## src/hdl/bgfb_pkg.sv

```systemverilog
`timescale 1ns / 1ps
`default_nettype none

package bgfb_pkg;

    localparam int TIME_BITS_DEFAULT = 48;
    localparam int OPCODE_BITS       = 2;
    localparam int CFG_ADDR_BITS     = 3;
    localparam int CFG_DATA_BITS     = 16;
    localparam int POSITION_BITS     = 8;
    localparam int METHOD_BITS       = 5;
    localparam int APPLIED_BITS      = 9;

    localparam logic [CFG_ADDR_BITS-1:0] REG_BURST_LIMIT    = 3'd0;
    localparam logic [CFG_ADDR_BITS-1:0] REG_WINDOW_MS      = 3'd1;
    localparam logic [CFG_ADDR_BITS-1:0] REG_HOLD_MS        = 3'd2;
    localparam logic [CFG_ADDR_BITS-1:0] REG_RETRY_DELAY_MS = 3'd3;
    localparam logic [CFG_ADDR_BITS-1:0] REG_MAX_FAILURES   = 3'd4;

    localparam logic [7:0]  BURST_LIMIT_RST    = 8'd3;
    localparam logic [15:0] WINDOW_MS_RST      = 16'd3000;
    localparam logic [15:0] HOLD_MS_RST        = 16'd5000;
    localparam logic [15:0] RETRY_DELAY_MS_RST = 16'd1500;
    localparam logic [7:0]  MAX_FAILURES_RST   = 8'd3;

    localparam logic [APPLIED_BITS-1:0] POSITION_NONE = 9'h1FF;

    typedef enum logic [OPCODE_BITS-1:0] {
        OP_CHECK     = 2'd0,
        OP_COMPLETE  = 2'd1,
        OP_RESET_REC = 2'd2
    } t_opcode;

    typedef struct packed {
        logic [7:0]  burst_limit;
        logic [15:0] window_ms;
        logic [15:0] hold_ms;
        logic [15:0] retry_delay_ms;
        logic [7:0]  max_failures;
    } t_cfg;

    typedef struct packed {
        logic last_ok;
        logic suspended_now;
        logic report_failure;
        logic recovered;
        logic guard_tripped;
        logic allowed;
    } t_flags;

endpackage

`default_nettype wire

```

## src/hdl/bgfb_cfg.sv

```systemverilog
`timescale 1ns / 1ps
`default_nettype none

module bgfb_cfg (
    input  wire logic                                 i_clk,
    input  wire logic                                 i_rst_n,
    input  wire logic                                 i_cfg_we,
    input  wire logic [bgfb_pkg::CFG_ADDR_BITS-1:0]   i_cfg_addr,
    input  wire logic [bgfb_pkg::CFG_DATA_BITS-1:0]   i_cfg_data,
    output bgfb_pkg::t_cfg                            o_cfg
);

    bgfb_pkg::t_cfg r_cfg;

    always_ff @(posedge i_clk) begin
        if (!i_rst_n) begin
            r_cfg.burst_limit    <= bgfb_pkg::BURST_LIMIT_RST;
            r_cfg.window_ms      <= bgfb_pkg::WINDOW_MS_RST;
            r_cfg.hold_ms        <= bgfb_pkg::HOLD_MS_RST;
            r_cfg.retry_delay_ms <= bgfb_pkg::RETRY_DELAY_MS_RST;
            r_cfg.max_failures   <= bgfb_pkg::MAX_FAILURES_RST;
        end else if (i_cfg_we) begin
            case (i_cfg_addr)
                bgfb_pkg::REG_BURST_LIMIT:    r_cfg.burst_limit    <= i_cfg_data[7:0];
                bgfb_pkg::REG_WINDOW_MS:      r_cfg.window_ms      <= i_cfg_data;
                bgfb_pkg::REG_HOLD_MS:        r_cfg.hold_ms        <= i_cfg_data;
                bgfb_pkg::REG_RETRY_DELAY_MS: r_cfg.retry_delay_ms <= i_cfg_data;
                bgfb_pkg::REG_MAX_FAILURES:   r_cfg.max_failures   <= i_cfg_data[7:0];
                default: ;
            endcase
        end
    end

    assign o_cfg = r_cfg;

endmodule

`default_nettype wire

```

## src/hdl/bgfb_engine.sv

```systemverilog
`timescale 1ns / 1ps
`default_nettype none

module bgfb_engine #(
    parameter int TIME_BITS = bgfb_pkg::TIME_BITS_DEFAULT
) (
    input  wire logic                                 i_clk,
    input  wire logic                                 i_rst_n,
    input  wire bgfb_pkg::t_cfg                       i_cfg,
    input  wire logic                                 i_fire,
    input  wire bgfb_pkg::t_opcode                    i_op,
    input  wire logic [TIME_BITS-1:0]                 i_now,
    input  wire logic                                 i_bounce_guard,
    input  wire logic [bgfb_pkg::POSITION_BITS-1:0]   i_position,
    input  wire logic                                 i_was_accepted,
    input  wire logic                                 i_is_automatic,
    output bgfb_pkg::t_flags                          o_flags,
    output logic [TIME_BITS-1:0]                      o_retry_due,
    output logic [bgfb_pkg::APPLIED_BITS-1:0]         o_applied_position
);

    logic                                r_suspended, n_suspended;
    logic [TIME_BITS-1:0]                r_guard_until, n_guard_until;
    logic [TIME_BITS-1:0]                r_window_start, n_window_start;
    logic [7:0]                          r_burst_count, n_burst_count;
    logic [7:0]                          r_failure_count, n_failure_count;
    logic                                r_failure_reported, n_failure_reported;
    logic [TIME_BITS-1:0]                r_retry_time, n_retry_time;
    logic                                r_last_success, n_last_success;
    logic [bgfb_pkg::APPLIED_BITS-1:0]   r_last_position, n_last_position;

    logic [TIME_BITS-1:0] w_elapsed;
    logic                 w_new_window;
    logic [7:0]           w_burst_base;
    logic [8:0]           w_burst_next;
    logic [8:0]           w_fail_next;
    logic [8:0]           w_fail_limit;
    logic [TIME_BITS-1:0] w_hold_end;
    logic [TIME_BITS-1:0] w_retry_end;
    logic                 w_allow;
    logic                 w_trip;
    logic                 w_recov;
    logic                 w_report;

    function automatic logic [TIME_BITS-1:0] f_time_add(
        input logic [TIME_BITS-1:0] t,
        input logic [15:0]          d
    );
        logic [TIME_BITS:0] s;
        s = {1'b0, t} + {{(TIME_BITS-15){1'b0}}, d};
        f_time_add = s[TIME_BITS] ? {TIME_BITS{1'b1}} : s[TIME_BITS-1:0];
    endfunction

    always_comb begin
        w_elapsed    = i_now - r_window_start;
        w_new_window = (r_window_start == '0) ||
                       ((i_now > r_window_start) &&
                        (w_elapsed > {{(TIME_BITS-16){1'b0}}, i_cfg.window_ms}));
        w_burst_base = w_new_window ? 8'd0 : r_burst_count;
        w_burst_next = {1'b0, w_burst_base} + 9'd1;
        w_fail_next  = {1'b0, r_failure_count} + 9'd1;
        w_fail_limit = (i_cfg.max_failures == 8'd0) ? 9'd1 : {1'b0, i_cfg.max_failures};
        w_hold_end   = f_time_add(i_now, i_cfg.hold_ms);
        w_retry_end  = f_time_add(i_now, i_cfg.retry_delay_ms);

        n_suspended        = r_suspended;
        n_guard_until      = r_guard_until;
        n_window_start     = r_window_start;
        n_burst_count      = r_burst_count;
        n_failure_count    = r_failure_count;
        n_failure_reported = r_failure_reported;
        n_retry_time       = r_retry_time;
        n_last_success     = r_last_success;
        n_last_position    = r_last_position;
        w_allow            = 1'b0;
        w_trip             = 1'b0;
        w_recov            = 1'b0;
        w_report           = 1'b0;

        case (i_op)
            bgfb_pkg::OP_CHECK: begin
                if (!(r_suspended && (i_now < r_guard_until))) begin
                    n_suspended = 1'b0;
                    if (!i_bounce_guard) begin
                        w_allow = 1'b1;
                    end else if (!(i_now < r_guard_until)) begin
                        if (w_new_window) begin
                            n_window_start = i_now;
                        end
                        if (w_burst_next > {1'b0, i_cfg.burst_limit}) begin
                            n_guard_until = w_hold_end;
                            n_burst_count = 8'd0;
                            w_trip        = 1'b1;
                        end else begin
                            n_burst_count = w_burst_next[7:0];
                            w_allow       = 1'b1;
                        end
                    end
                end
            end
            bgfb_pkg::OP_COMPLETE: begin
                if (i_was_accepted) begin
                    n_last_position    = {1'b0, i_position};
                    n_last_success     = 1'b1;
                    w_recov            = (r_failure_count != 8'd0) || r_failure_reported;
                    n_failure_count    = 8'd0;
                    n_failure_reported = 1'b0;
                    n_retry_time       = '0;
                    n_suspended        = 1'b0;
                end else begin
                    n_last_success = 1'b0;
                    n_retry_time   = w_retry_end;
                    if (i_is_automatic) begin
                        if (w_fail_next < w_fail_limit) begin
                            n_failure_count = w_fail_next[7:0];
                        end else begin
                            n_failure_count    = 8'd0;
                            n_guard_until      = w_hold_end;
                            n_suspended        = 1'b1;
                            n_retry_time       = w_hold_end;
                            w_report           = !r_failure_reported;
                            n_failure_reported = 1'b1;
                        end
                    end
                end
            end
            bgfb_pkg::OP_RESET_REC: begin
                n_suspended        = 1'b0;
                n_failure_count    = 8'd0;
                n_failure_reported = 1'b0;
                n_retry_time       = '0;
                n_burst_count      = 8'd0;
                n_guard_until      = '0;
                n_window_start     = '0;
            end
            default: ;
        endcase
    end

    always_ff @(posedge i_clk) begin
        if (!i_rst_n) begin
            r_suspended        <= 1'b0;
            r_guard_until      <= '0;
            r_window_start     <= '0;
            r_burst_count      <= 8'd0;
            r_failure_count    <= 8'd0;
            r_failure_reported <= 1'b0;
            r_retry_time       <= '0;
            r_last_success     <= 1'b0;
            r_last_position    <= bgfb_pkg::POSITION_NONE;
        end else if (i_fire) begin
            r_suspended        <= n_suspended;
            r_guard_until      <= n_guard_until;
            r_window_start     <= n_window_start;
            r_burst_count      <= n_burst_count;
            r_failure_count    <= n_failure_count;
            r_failure_reported <= n_failure_reported;
            r_retry_time       <= n_retry_time;
            r_last_success     <= n_last_success;
            r_last_position    <= n_last_position;
        end
    end

    always_comb begin
        o_flags.allowed        = w_allow;
        o_flags.guard_tripped  = w_trip;
        o_flags.recovered      = w_recov;
        o_flags.report_failure = w_report;
        o_flags.suspended_now  = n_suspended;
        o_flags.last_ok        = n_last_success;
        o_retry_due            = n_retry_time;
        o_applied_position     = n_last_position;
    end

endmodule

`default_nettype wire

```

## src/hdl/burst_guard_failure_breaker_top.sv

```systemverilog
`timescale 1ns / 1ps
`default_nettype none

// Admission guard and failure breaker for automatic position requests. Every request
// (check, completion or recovery reset, selected by tuser) passes an input register and
// lands in a result register when it advances; one request is accepted every cycle while
// the master side does not stall, since the whole state update is combinational between
// those two registers. The input register can take a new request while a finished result
// still waits on the master side. Configuration takes effect on the next request.
module burst_guard_failure_breaker_top #(
    parameter int TIME_BITS = bgfb_pkg::TIME_BITS_DEFAULT
) (
    input  wire logic                                 i_clk,
    input  wire logic                                 i_rst_n,
    input  wire logic                                 i_cfg_we,
    input  wire logic [bgfb_pkg::CFG_ADDR_BITS-1:0]   i_cfg_addr,
    input  wire logic [bgfb_pkg::CFG_DATA_BITS-1:0]   i_cfg_data,
    input  wire logic                                 s_axis_tvalid,
    output logic                                      s_axis_tready,
    // now_ms, bounce_guard, position, method_code, was_accepted, is_automatic
    input  wire logic [((TIME_BITS+16+7)/8)*8-1:0]    s_axis_tdata,
    // opcode
    input  wire logic [bgfb_pkg::OPCODE_BITS-1:0]     s_axis_tuser,
    output logic                                      m_axis_tvalid,
    input  wire logic                                 m_axis_tready,
    // allowed, guard_tripped, recovered, report_failure, suspended_now, retry_due,
    // applied_position, last_ok
    output logic [((TIME_BITS+15+7)/8)*8-1:0]         m_axis_tdata
);

    localparam int IN_DATA_W  = ((TIME_BITS + 16 + 7) / 8) * 8;
    localparam int OUT_DATA_W = ((TIME_BITS + 15 + 7) / 8) * 8;

    bgfb_pkg::t_cfg   w_cfg;
    bgfb_pkg::t_flags w_flags;
    logic [TIME_BITS-1:0]              w_retry_due;
    logic [bgfb_pkg::APPLIED_BITS-1:0] w_applied;

    logic                             r_in_valid;
    logic [IN_DATA_W-1:0]             r_in_data;
    logic [bgfb_pkg::OPCODE_BITS-1:0] r_in_user;
    logic                             r_out_valid;
    logic [OUT_DATA_W-1:0]            r_out_data, n_out_data;
    logic                             w_adv;

    bgfb_cfg u_cfg (
        .i_clk      (i_clk),
        .i_rst_n    (i_rst_n),
        .i_cfg_we   (i_cfg_we),
        .i_cfg_addr (i_cfg_addr),
        .i_cfg_data (i_cfg_data),
        .o_cfg      (w_cfg)
    );

    assign w_adv         = r_in_valid && (!r_out_valid || m_axis_tready);
    assign s_axis_tready = !r_in_valid || w_adv;

    bgfb_engine #(
        .TIME_BITS (TIME_BITS)
    ) u_engine (
        .i_clk              (i_clk),
        .i_rst_n            (i_rst_n),
        .i_cfg              (w_cfg),
        .i_fire             (w_adv),
        .i_op               (bgfb_pkg::t_opcode'(r_in_user)),
        .i_now              (r_in_data[TIME_BITS-1:0]),
        .i_bounce_guard     (r_in_data[TIME_BITS]),
        .i_position         (r_in_data[TIME_BITS+8:TIME_BITS+1]),
        .i_was_accepted     (r_in_data[TIME_BITS+14]),
        .i_is_automatic     (r_in_data[TIME_BITS+15]),
        .o_flags            (w_flags),
        .o_retry_due        (w_retry_due),
        .o_applied_position (w_applied)
    );

    always_comb begin
        n_out_data                               = '0;
        n_out_data[0]                            = w_flags.allowed;
        n_out_data[1]                            = w_flags.guard_tripped;
        n_out_data[2]                            = w_flags.recovered;
        n_out_data[3]                            = w_flags.report_failure;
        n_out_data[4]                            = w_flags.suspended_now;
        n_out_data[TIME_BITS+4:5]                = w_retry_due;
        n_out_data[TIME_BITS+13:TIME_BITS+5]     = w_applied;
        n_out_data[TIME_BITS+14]                 = w_flags.last_ok;
    end

    always_ff @(posedge i_clk) begin
        if (!i_rst_n) begin
            r_in_valid  <= 1'b0;
            r_out_valid <= 1'b0;
        end else begin
            if (s_axis_tready) begin
                r_in_valid <= s_axis_tvalid;
            end
            if (w_adv) begin
                r_out_valid <= 1'b1;
            end else if (m_axis_tready) begin
                r_out_valid <= 1'b0;
            end
        end
    end

    always_ff @(posedge i_clk) begin
        if (s_axis_tready && s_axis_tvalid) begin
            r_in_data <= s_axis_tdata;
            r_in_user <= s_axis_tuser;
        end
        if (w_adv) begin
            r_out_data <= n_out_data;
        end
    end

    assign m_axis_tvalid = r_out_valid;
    assign m_axis_tdata  = r_out_data;

`ifndef SYNTH
    a_in_hold: assert property (@(posedge i_clk) disable iff (!i_rst_n)
        (r_in_valid && !w_adv) |=> (r_in_valid && $stable(r_in_data) && $stable(r_in_user)))
        else $error("pending request lost or overwritten");

    a_out_hold: assert property (@(posedge i_clk) disable iff (!i_rst_n)
        (r_out_valid && !m_axis_tready) |=> (r_out_valid && $stable(r_out_data)))
        else $error("stalled result changed");

    a_verdict: assert property (@(posedge i_clk) disable iff (!i_rst_n)
        r_out_valid |-> !(r_out_data[0] && r_out_data[1]))
        else $error("check both allowed and tripped");

    a_report_susp: assert property (@(posedge i_clk) disable iff (!i_rst_n)
        (r_out_valid && r_out_data[3]) |-> (r_out_data[4] && !r_out_data[TIME_BITS+14]))
        else $error("failure report without suspension");

    a_recov_ok: assert property (@(posedge i_clk) disable iff (!i_rst_n)
        (r_out_valid && r_out_data[2]) |-> (r_out_data[TIME_BITS+14] && !r_out_data[4]))
        else $error("recovery without successful dispatch");
`endif

endmodule

`default_nettype wire
```

## config.mk

```make
export PLATFORM = sky130hd
export DESIGN_NAME = burst_guard_failure_breaker_top
export DESIGN_NICKNAME = d
export VERILOG_FILES = /design/src/hdl/bgfb_pkg.sv /design/src/hdl/bgfb_cfg.sv /design/src/hdl/bgfb_engine.sv /design/src/hdl/burst_guard_failure_breaker_top.sv
export SDC_FILE = /design/constraint.sdc
export NUM_CORES = 1
export LEC_CHECK = 0
export ABC_CLOCK_PERIOD_IN_PS = 17700
export BUFFER_PORTS_ARGS = -buffer_cell sky130_fd_sc_hd__buf_2
export CAP_MARGIN = 15
export CORE_MARGIN = 5
export CORE_UTILIZATION = 65
export CTS_CLUSTER_SIZE = 12
export DETAILED_ROUTE_END_ITERATION = 16
export PLACE_DENSITY = 0.9
export SETUP_SLACK_MARGIN = 0.2
export SYNTH_ARGS = -nofsm -noshare
export SYNTH_HDL_FRONTEND = slang
export SYNTH_HIERARCHICAL = 1
export SYNTH_SLANG_ARGS = --single-unit
```

## constraint.sdc

```tcl
create_clock -name i_clk -period 17.7 [get_ports i_clk]
set_input_delay 1.77 -clock i_clk [delete_from_list [all_inputs] [get_ports i_clk]]
set_output_delay 1.77 -clock i_clk [all_outputs]
set_load 0.02 [all_outputs]
```

---- After elaboration in Yosys (flattened, before gate mapping) ----
Index checks and enable logic that the tools add are counted.
W data, S select, Z words.
storage, ports and cells
  RAM bits ................................ 0
  logic and storage cells ................. 136
  bits in latches ......................... 0
  output and inout bits ................... 66
  memories kept ........................... 0
  memory bits (read-only) ................. 0
  register bits ........................... 367
  input port bits ......................... 90
operators by class
  shift operators ......................... 0
  bitwise logic cells ..................... 4
  muxes and demuxes ....................... 49
  equality and inequality tests ........... 16
  add/sub/neg operators ................... 5
  divide/modulo/power cells ............... 0
  $lt $le $gt $ge ......................... 5
  multiply operators ...................... 0
  reduce and logical (&&, ||, !) cells .... 34
operators by type and width
  operator               count
  $mux W48               16
  $pmux W48 S2           2
  $pmux W48 S3           1
  $add A48 B16 Y49       2
  $mux W8                9
  $gt A48 B16 Y1         1
  $gt A48 B48 Y1         1
  $logic_not A48 Y1      1
  $lt A48 B48 Y1         1
  $sub A48 B48 Y48       1
  $pmux W8 S2            2
  $add A8 B1 Y9 const B  2
  $mux W9                2
  $mux W1                15
  $ne A2 B2 Y1 const B   6
  $reduce_and A2 Y1      6
  $gt A9 B8 Y1           1
  $lt A9 B9 Y1           1
  $reduce_and A9 Y1      1
  $logic_not A8 Y1       1
  $reduce_bool A8 Y1     1
  $reduce_or A4 Y1       2
  $eq A3 B2 Y1 const B   2
  $ne A3 B3 Y1 const B   2
  other kinds (20)       34

---- Depth between registers and ports, before layout ----
Gate-level depths: netlist (run 1).
  word-level depth ........................ 12
  depth in mapped cells ................... 39
  mapped depth without buffers ............ 35

---- Modules after synthesis ----
Netlist (run 1), hierarchy kept.
modules (own cells, without submodules)
  module                           instances  seq. area each (µm²)  cells an instance  area each (µm²)
  bgfb_engine                      1          3,443.3               2,269              16,826.1
  burst_guard_failure_breaker_top  1          3,763.6               135                3,838.7
  bgfb_cfg                         1          1,281.2               245                2,516.2

---- Worst setup path after synthesis (run 1) ----
OpenSTA, ideal clock, no wires.
  path type ............................... register -> register
  start ................................... register r_in_data[0]
  end ..................................... register u_engine.r_guard_until[26]
  setup time .............................. 87 ps
  data required time ...................... 17,613 ps
  path buffers ............................ 4
  setup slack ............................. 10,079 ps
  cell stages (with the launch flop) ...... 39
  clock period less this slack ............ 7,621 ps
  arrival ................................. 7,534 ps
  cells stage by stage .................... edfxtp_1 -> inv_1 -> ha_1 -> fa_1 -> nor2b_1 -> o21ai_1 -> and2_1 -> nor2_1 -> nor2_1 -> xnor2_1 -> ha_1 -> and4_1 -> a221o_1 -> a2111oi_0 -> o22ai_1 -> a2111oi_0 -> nand4_1 -> nand4b_1 -> [3 not listed] -> nor2_1 -> ha_1 -> ha_1 -> nor2b_1 -> o21a_1 -> o21a_1 -> o21a_1 -> o21a_1 -> o21a_1 -> o21a_1 -> o22a_1 -> nand3_1 -> o22ai_1 -> or2_1 -> buf_4 -> buf_8 -> buf_8 -> o31ai_1
on the way
  word-level cells in the longest chain between the ends .. 9
  elaborated cells on any way between the ends .. 24
  classes of those cells .................. 3 x add/sub; 4 x order compare; 3 x eq/ne; 10 x mux; 4 x reduce/logical
RTL lines
  element                             line                                    RTL
  from (decl)                         burst_guard_failure_breaker_top.sv:40   logic [IN_DATA_W-1:0] r_in_data;
  from (signal assigned)              burst_guard_failure_breaker_top.sv:106  r_in_data <= s_axis_tdata;
  $sub A48 B48 Y48                    bgfb_engine.sv:55                       w_elapsed = i_now - r_window_start;
  $gt A48 B16 Y1                      bgfb_engine.sv:58                       (w_elapsed > {{(TIME_BITS-16){1'b0}}, i_cfg.window_ms}));
  $logic_and A1 B1 Y1                 bgfb_engine.sv:57                       ((i_now > r_window_start) &&
  $logic_or A1 B1 Y1                  bgfb_engine.sv:56                       w_new_window = (r_window_start == '0) ||
  $mux W8                             bgfb_engine.sv:59                       w_burst_base = w_new_window ? 8'd0 : r_burst_count;
  $add A8 B1 Y9                       bgfb_engine.sv:60                       w_burst_next = {1'b0, w_burst_base} + 9'd1;
  $gt A9 B8 Y1                        bgfb_engine.sv:90                       if (w_burst_next > {1'b0, i_cfg.burst_limit}) begin
  $ne A2 B1 Y1 (no source line)       n/a
  $reduce_and A9 Y1 (no source line)  n/a
  to (signal assigned)                bgfb_engine.sv:153                      r_guard_until <= n_guard_until;
  to (decl)                           bgfb_engine.sv:23                       logic [TIME_BITS-1:0] r_guard_until, n_guard_until;
Several ways; a longest one is shown, not always the timed one. The select of a mux whose other input is x is not followed.
A chain may end at the register's enable or synchronous reset.

---- Worst setup path in the final report (run 1) ----
  start ................................... register r_in_data[1]
  end ..................................... register u_engine.r_guard_until[27]
The elaborated chain is that of the path after synthesis.

==> results.json, run 1 <==
{
  "clk_latency_ns": 0.57,
  "min_to": "u_engine/r_guard_until[39]",
  "avgSynthCellArea_um2": 8.75,
  "cts_root_buffer": "clkbuf_16",
  "outcome": "finished clean",
  "finalSetupTns_ns": 0,
  "tritoncts": "yes",
  "drive_gt1_share_pct": 10.6,
  "grt_pass1_wl_mm": 112,
  "synth.distinct_cells": 101,
  "vias": 21200,
  "cts_hold_buf": 0,
  "routed_via_density": 6.62,
  "gp_routability_congestion": 1.02,
  "syn_inst": 2649,
  "wl_per_cell_um": 22.9,
  "total_power_uw": 2080,
  "setup_viol": 0,
  "clock_path_buffers": 3,
  "fp-row-count": 69,
  "min_period_over_period_pct": 58.7,
  "hpwl_mm": 53.5,
  "grt_pass1_vias": 20600,
  "htree_levels": 2,
  "critPathMaxStageDelay_ns": 0.95,
  "antenna_found_initial": 1,
  "yosys_warnings": 6,
  "ys_ff_latch": 362,
  "core_um2": 35400,
  "post-cts-setup-buffer-count": 0,
  "portBuffers": 149,
  "diodes": 0,
  "slowest_stage": "a2111oi_0",
  "cp.required_ns": 18.18,
  "cp_max_fo": 48,
  "fin_worst_skew_ns": 0.0227,
  "start_kind": "register",
  "first_pass_iters": 8,
  "cts_resized": 0,
  "cpLargestDelayFamily": "compound AO/OA/AOI/OAI gates",
  "cts_sinks": 362,
  "remaining_drc_errors": 0,
  "syn_nets": 2907,
  "path_buf_inv": 1,
  "vdd_ir_drop_max_mv": 0.0974,
  "synthToLayoutAreaGrowth_pct": 9.17,
  "grt_start_max_net_pins": 121,
  "syn_area_um2": 23200,
  "max-cap-violations": 0,
  "yosysSeqAreaShare_pct": 36.6,
  "rr_worst_depth": 34,
  "min_path_type": "register to register",
  "slew_headroom_pct": 25.9,
  "worstMarginPinSlew_ns": 1.08,
  "rsz0062_at_grt": "false",
  "numCtsBuffers": 40,
  "die_x_um": 199,
  "hold_depth": 2,
  "fill_cells": 2582,
  "drt_iter0_markers": 2585,
  "die_y_um": 199,
  "ff2ff_setup_slack_ns": 7.31,
  "synth_ff_type": "dfxtp_1",
  "rr_endpoint": "u_engine/r_guard_until[27]",
  "rr_startpoint": "r_in_data[1]",
  "synth_edf_count": 124,
  "post-route-min-period_ns": 10.39,
  "routed_wl_mm": 73.3,
  "grt_use_total_pct": 35.8,
  "nNetsFinal": 2973,
  "cp_data_arrival_time_ns": 10.87,
  "slew_violations": 0,
  "critPathKind": "register to register",
  "drtAntennaViolNets": 0,
  "hold_viol": 0,
  "grt_overflow": 0,
  "power.density_nw_per_um2": 82.2,
  "io_pins": 156,
  "fmax_ghz": 0.0962,
  "start_util_pct": 65.5,
  "leakagePower_uw": 0.0102,
  "crit_path_end_kind": "register",
  "async_flop_share_pct": 0,
  "clk_pin_slew_ns": 0.06,
  "worstHoldStart": "u_engine/r_guard_until[39]",
  "dieArea_um2": 39500
}
[layout by cell type, fill, tap and decap left out, types with 27 or more instances in the layout]
| master | count |
|---|---|
| a21o_1 | 68 |
| nor2_1 | 149 |
| clkbuf_16 | 40 |
| buf_2 | 148 |
| xnor2_1 | 53 |
| nand2_1 | 366 |
| o21a_1 | 27 |
| and3_1 | 32 |
| ha_1 | 165 |
| nand3_1 | 58 |
| nor2b_1 | 57 |
| o21ai_0 | 154 |
| xor2_1 | 46 |
| nand4_1 | 52 |
| edfxtp_1 | 124 |
| a21oi_1 | 132 |
| dfxtp_1 | 238 |
| inv_1 | 192 |
| mux2i_1 | 173 |
| nor3_1 | 28 |
[through the flow]
step                instance area, µm²  cells  utilization, %  hold slack [ns]  setup slack, ns
floorplan                        23200   2649               -            0.426            10.08
global placement                 24000   3133            67.9            0.437             7.85
detailed placement               24000   3133            67.9            0.448             7.71
CTS                              25300   3205            71.4            0.458             7.58
global route                     25300   3206            71.5            0.473             7.12
finish                           25300   3206            71.5            0.455             7.31
[worst max path at each step]
stage	from	slack, ns	depth (start not counted)	endpoint
final	r_in_data[1]	7.31	34	u_engine/r_guard_until[27]
after global routing	r_in_data[1]	7.12	34	u_engine/r_guard_until[35]
after CTS	r_in_data[1]	7.58	34	u_engine/r_guard_until[35]
after detailed placement	r_in_data[1]	7.71	34	u_engine/r_guard_until[27]
after global placement	r_in_data[1]	7.85	34	u_engine/r_guard_until[47]
after floorplan	r_in_data[0]	10.08	38	u_engine/r_guard_until[26]
[kinds of logic after synthesis]
| family | count (synthesis) | share of synthesized area, % |
|---|---|---|
| AND/OR/NAND/NOR | 855 | 17.7 |
| AO/OA/AOI/OAI | 634 | 18.5 |
| flip-flops | 362 | 36.6 |
| buffers and inverters | 341 | 6.08 |
| multiplexers | 189 | 8.25 |
| adder cells (fa/ha/maj) | 168 | 9.17 |
| XOR/XNOR | 99 | 3.74 |
| other | 1 | 0.0162 |
[layer usage]
layer / vias to the layer above / track usage [%] / wire length [µm]
met5: - / 0 / 7
met4: 2 / 15.6 / 3520
met3: 224 / 6.39 / 7370
met2: 1258 / 58.6 / 33400
met1: 10100 / 46.8 / 29000
li1: 9623 / - / -
[synth_stat cells, types with 15 or more instances]
| library cell | n | area share [%] |
|---|---|---|
| edfxtp_1 | 124 | 16 |
| mux2_2 | 16 | 0.78 |
| and2_1 | 17 | 0.46 |
| xor2_1 | 46 | 1.7 |
| and3_1 | 32 | 0.86 |
| xnor2_1 | 53 | 2.0 |
| o31ai_1 | 22 | 0.71 |
| clkbuf_1 | 111 | 1.8 |
| buf_4 | 16 | 0.52 |
| a211oi_1 | 24 | 0.78 |
| nand4_1 | 52 | 1.4 |
| nor2_1 | 150 | 2.4 |
| nand2_1 | 366 | 5.9 |
| nor3_1 | 28 | 0.60 |
| inv_1 | 192 | 3.1 |
| nand2b_1 | 15 | 0.40 |
| nor4_1 | 23 | 0.62 |
| nor2b_1 | 58 | 1.6 |
| o21a_1 | 27 | 0.87 |
| ha_1 | 165 | 8.9 |
| a31oi_1 | 15 | 0.40 |
| mux2i_1 | 173 | 7.5 |
| a21oi_1 | 133 | 2.9 |
| a21o_1 | 68 | 2.2 |
| o21ai_0 | 155 | 3.3 |
| nand3_1 | 58 | 1.3 |
| dfxtp_1 | 238 | 21 |
[power breakdown]
| group | internal (µW) | switching, µW | total (µW) |
|---|---|---|---|
| Combinational | 125 | 221 | 346 |
| Sequential | 890 | 33.6 | 924 |
| Clock | 465 | 345 | 810 |
[flip-flops by register name, summed over array words and instances (netlist names)]
name and count:
r_in_valid 1, r_in_user 2, u_engine/r_guard_until 48, m_axis_tdata 63
u_engine/r_last_success 1, r_in_data 59, u_engine/r_window_start 48, u_engine/r_suspended 1
u_engine/r_last_position 9, u_engine/r_burst_count 8, m_axis_tvalid 1, u_cfg/o_cfg 64
u_engine/r_retry_time 48, u_engine/r_failure_count 8, u_engine/r_failure_reported 1
[worst min-delay path: stages (launching register included)]
cell and delay (ns):
dfxtp_1 0.30, nand2_1 0.05, mux2i_1 0.05
[cell type report]
| type | count | area (µm²) | share of cell area (%) |
|---|---|---|---|
| Sequential cell | 362 | 8490 | 33.5 |
| Multi-Input combinational cell | 1946 | 13300 | 52.7 |
| Clock inverter | 12 | 140 | 0.554 |
| Tap cell | 461 | 577 | 2.28 |
| Inverter | 192 | 721 | 2.85 |
| Clock buffer | 60 | 1110 | 4.37 |
| Timing Repair Buffer | 173 | 945 | 3.73 |
Note: power is estimated with default switching activity, not from simulation.
==> run 2: changes to the inputs <==
Settings changed: ABC_AREA set to 1, ABC_CLOCK_PERIOD_IN_PS 17700 to 9100, CORE_UTILIZATION 65 to 56, PLACE_DENSITY 0.9 to 0.82.
Clock period 17.7 ns to 9.1 ns, I/O delays scaled along.
==> run 2 against run 1 <==
Effect of this change:
- register-to-register slack got worse by 6.0 ns
- first-iteration DRC count rose by 5.3%
- largest cell class unchanged
- wire length decreased by 3.3%
- clock-buffer cell count shrank 1
- cell area is 4.7% higher
- global-route usage decreased by 6.9 points
- sequential share of layout area shrank 1.5 points
- synthesized area up 4.2%
- core utilization is 9.7 points lower
==> results.json, run 2 <==
{
  "avgSynthCellArea_um2": 6.84,
  "min_path_type": "register to register",
  "slew_violations": 0,
  "cpLargestDelayFamily": "simple AND/OR/NAND/NOR gates",
  "critPathKind": "register to register",
  "cts_sinks": 362,
  "grt_pass1_vias": 21200,
  "post-route-min-period_ns": 7.82,
  "synth_top_area_cell": "dfxtp_1",
  "portBuffers": 149,
  "first_pass_iters": 6,
  "rr_endpoint": "u_engine/r_guard_until[43]",
  "finalSetupTns_ns": 0,
  "syn_area_um2": 24100,
  "hold_depth": 2,
  "worst_hold_slack_ns": 0.466,
  "dp.cells": 4166,
  "grt_use_total_pct": 28.9,
  "wl_per_cell_um": 16.7,
  "routed_wl_mm": 70.8,
  "remaining_drc_errors": 0,
  "grt_overflow": 0,
  "critPathMaxStageDelay_ns": 0.58,
  "min_period_over_period_pct": 86.0,
  "cp_data_arrival_time_ns": 8.28,
  "mostFrequentLayoutCell": "nand2_1",
  "syn_nets": 3787,
  "die_y_um": 218,
  "synth_compound_area_share_pct": 11.9,
  "start_util_pct": 56.3,
  "fp-row-count": 76,
  "ys_ff_latch": 362,
  "setup_viol": 0,
  "cts_root_buffer": "clkbuf_16",
  "routed_via_density": 5.53,
  "post-place-ws_ns": 1.42,
  "antenna_found_initial": 0,
  "start_kind": "register",
  "multiInputGateArea_um2": 12900,
  "fin_worst_skew_ns": 0.0206,
  "largest_reg_flops": 64,
  "cts_resized": 0,
  "drtAntennaViolNets": 0,
  "synthToLayoutAreaGrowth_pct": 9.76,
  "cp_max_fo": 51,
  "instances_no_fill": 4239,
  "rr_worst_depth": 47,
  "syn_inst": 3529,
  "grt_start_max_net_pins": 93,
  "gp_routability_congestion": 0.991,
  "numCtsBuffers": 40,
  "power.density_nw_per_um2": 160,
  "slowest_stage": "edfxtp_1",
  "rr_startpoint": "r_in_data[1]",
  "vdd_ir_drop_max_mv": 0.165,
  "diodes": 0,
  "slew_headroom_pct": 37.1,
  "fin_area_um2": 26500,
  "outcome": "finished clean",
  "synth_top_area_share_pct": 19.7,
  "grt_pass1_wl_mm": 110,
  "yosysSeqAreaShare_pct": 35.2,
  "drive_gt1_share_pct": 7.72,
  "cp.required_ns": 9.55,
  "yosys_warnings": 6,
  "yosys-top-cells-area": "dfxtp_1 20%, edfxtp_1 15%, nand2_1 13%",
  "vias": 23400,
  "clock_path_buffers": 3,
  "cts_hold_buf": 0,
  "path_buf_inv": 7,
  "synth_ff_type": "dfxtp_1",
  "post-cts-setup-buffer-count": 0,
  "htree_levels": 2,
  "synth_adder_area_share_pct": 8.80,
  "crit_top_cell": "nand2_1",
  "synth_mux_area_share_pct": 0,
  "drt_iter0_markers": 2722,
  "synth_edf_count": 124,
  "synth-simple-area-share_pct": 29.3,
  "crit_path_end_kind": "register",
  "final_cell_mix": "858 x nand2_1, 584 x inv_1, 397 x nor2_1",
  "synth_top_family_by_area": "simple AND/OR/NAND/NOR gates",
  "clk_pin_slew_ns": 0.06,
  "setup_slack_ns": 1.28,
  "rsz0062_at_grt": "false",
  "die_x_um": 218,
  "fmax_ghz": 0.128,
  "nNetsFinal": 3881,
  "worstHoldStart": "u_engine/r_window_start[6]",
  "hpwl_mm": 51.5,
  "worstMarginPinSlew_ns": 0.943,
  "synth_common_cells": "858 x nand2_1, 586 x inv_1, 399 x nor2_1",
  "seqCellArea_um2": 8490,
  "io_pins": 156,
  "tritoncts": "yes",
  "yosysMostFrequentCell": "nand2_1",
  "core_um2": 42900,
  "dieArea_um2": 47400,
  "hold_viol": 0,
  "synth.distinct_cells": 59,
  "max-cap-violations": 0,
  "fill_cells": 3918,
  "async_flop_share_pct": 0,
  "synthXorXnorAreaFrac_pct": 3.23,
  "clk_latency_ns": 0.57,
  "leakagePower_uw": 0.0126,
  "min_to": "u_engine/r_window_start[6]",
  "ff2ff_setup_slack_ns": 1.28,
  "placed_area_um2": 25200
}
-- run 2: cell types whose count changed in the layout (fill, tap and decap cells not counted), sizes merged, moves of 20 or more --
cell   previous run  this run
inv             195       597
a21oi           135       245
mux2i           173         0
o31ai            22         2
and3             32         0
o21a             27         3
nor3             28        52
nand3            58       250
nand2           366       868
nor2b            59         0
nor2            150       418
xnor2            53        19
xor2             46        70
a21o             68         2
-- run 2: routing by layer --
layer	track usage [%]	wire length [µm]
met5	0	0
met4	10.9	2790
met3	5.57	7340
met2	44.8	30700
met1	40.2	30000
-- run 2: kinds of logic (layout without fill, tap and decap cells) --
logic type,Yosys count,count (layout)
AOI/OAI and AO/OA,514,514
adders and majority gates,168,168
other,1,1
xor gates and xnor gates,89,89
buffers and inverters,715,840
and+or+nand+nor,1680,1680
DFF,362,362
-- run 2: layout make-up --
type	count	area share, %
multi-input combinational	2452	48.6
sequential	362	32.0
inverter	601	8.51
clock buffer	59	4.25
timing repair buffer	166	3.30
tap	585	2.76
clock inverter	14	0.510
-- run 2: worst max path at each step --
stage / to / from / slack [ns] / depth (start not counted)
final: u_engine/r_guard_until[43] / r_in_data[1] / 1.28 / 47
after global routing: u_engine/r_guard_until[43] / r_in_data[1] / 0.59 / 47
after CTS: u_engine/r_guard_until[43] / r_in_data[1] / 1.38 / 47
after detailed placement: u_engine/r_guard_until[43] / r_in_data[1] / 1.42 / 47
after global placement: u_engine/r_guard_until[46] / r_in_data[1] / 1.51 / 47
after floorplan: u_engine/r_window_start[16] / m_axis_tready / 2.83 / 8
-- run 2: power breakdown --
part / leakage [µW] / switching [µW] / internal [µW]
registers: 0.00313 / 66.5 / 1760
logic: 0.00884 / 570 / 280
clock network: 0.000611 / 679 / 896
-- run 2: per-stage QoR --
| step | total power (µW) | utilization [%] |
|---|---|---|
| floorplan | 2450 | - |
| global placement | 2670 | 58.9 |
| detailed placement | 2690 | 58.9 |
| CTS | 4250 | 61.8 |
| global route | 4460 | 61.8 |
| finish | 4250 | 61.8 |
-- run 2: worst min-delay path, delay by kind of cell (launching register included) --
family / cells / cell delay, ns
AOI/OAI and AO/OA: 1 / 0.05
DFF: 1 / 0.31
and+or+nand+nor: 1 / 0.06
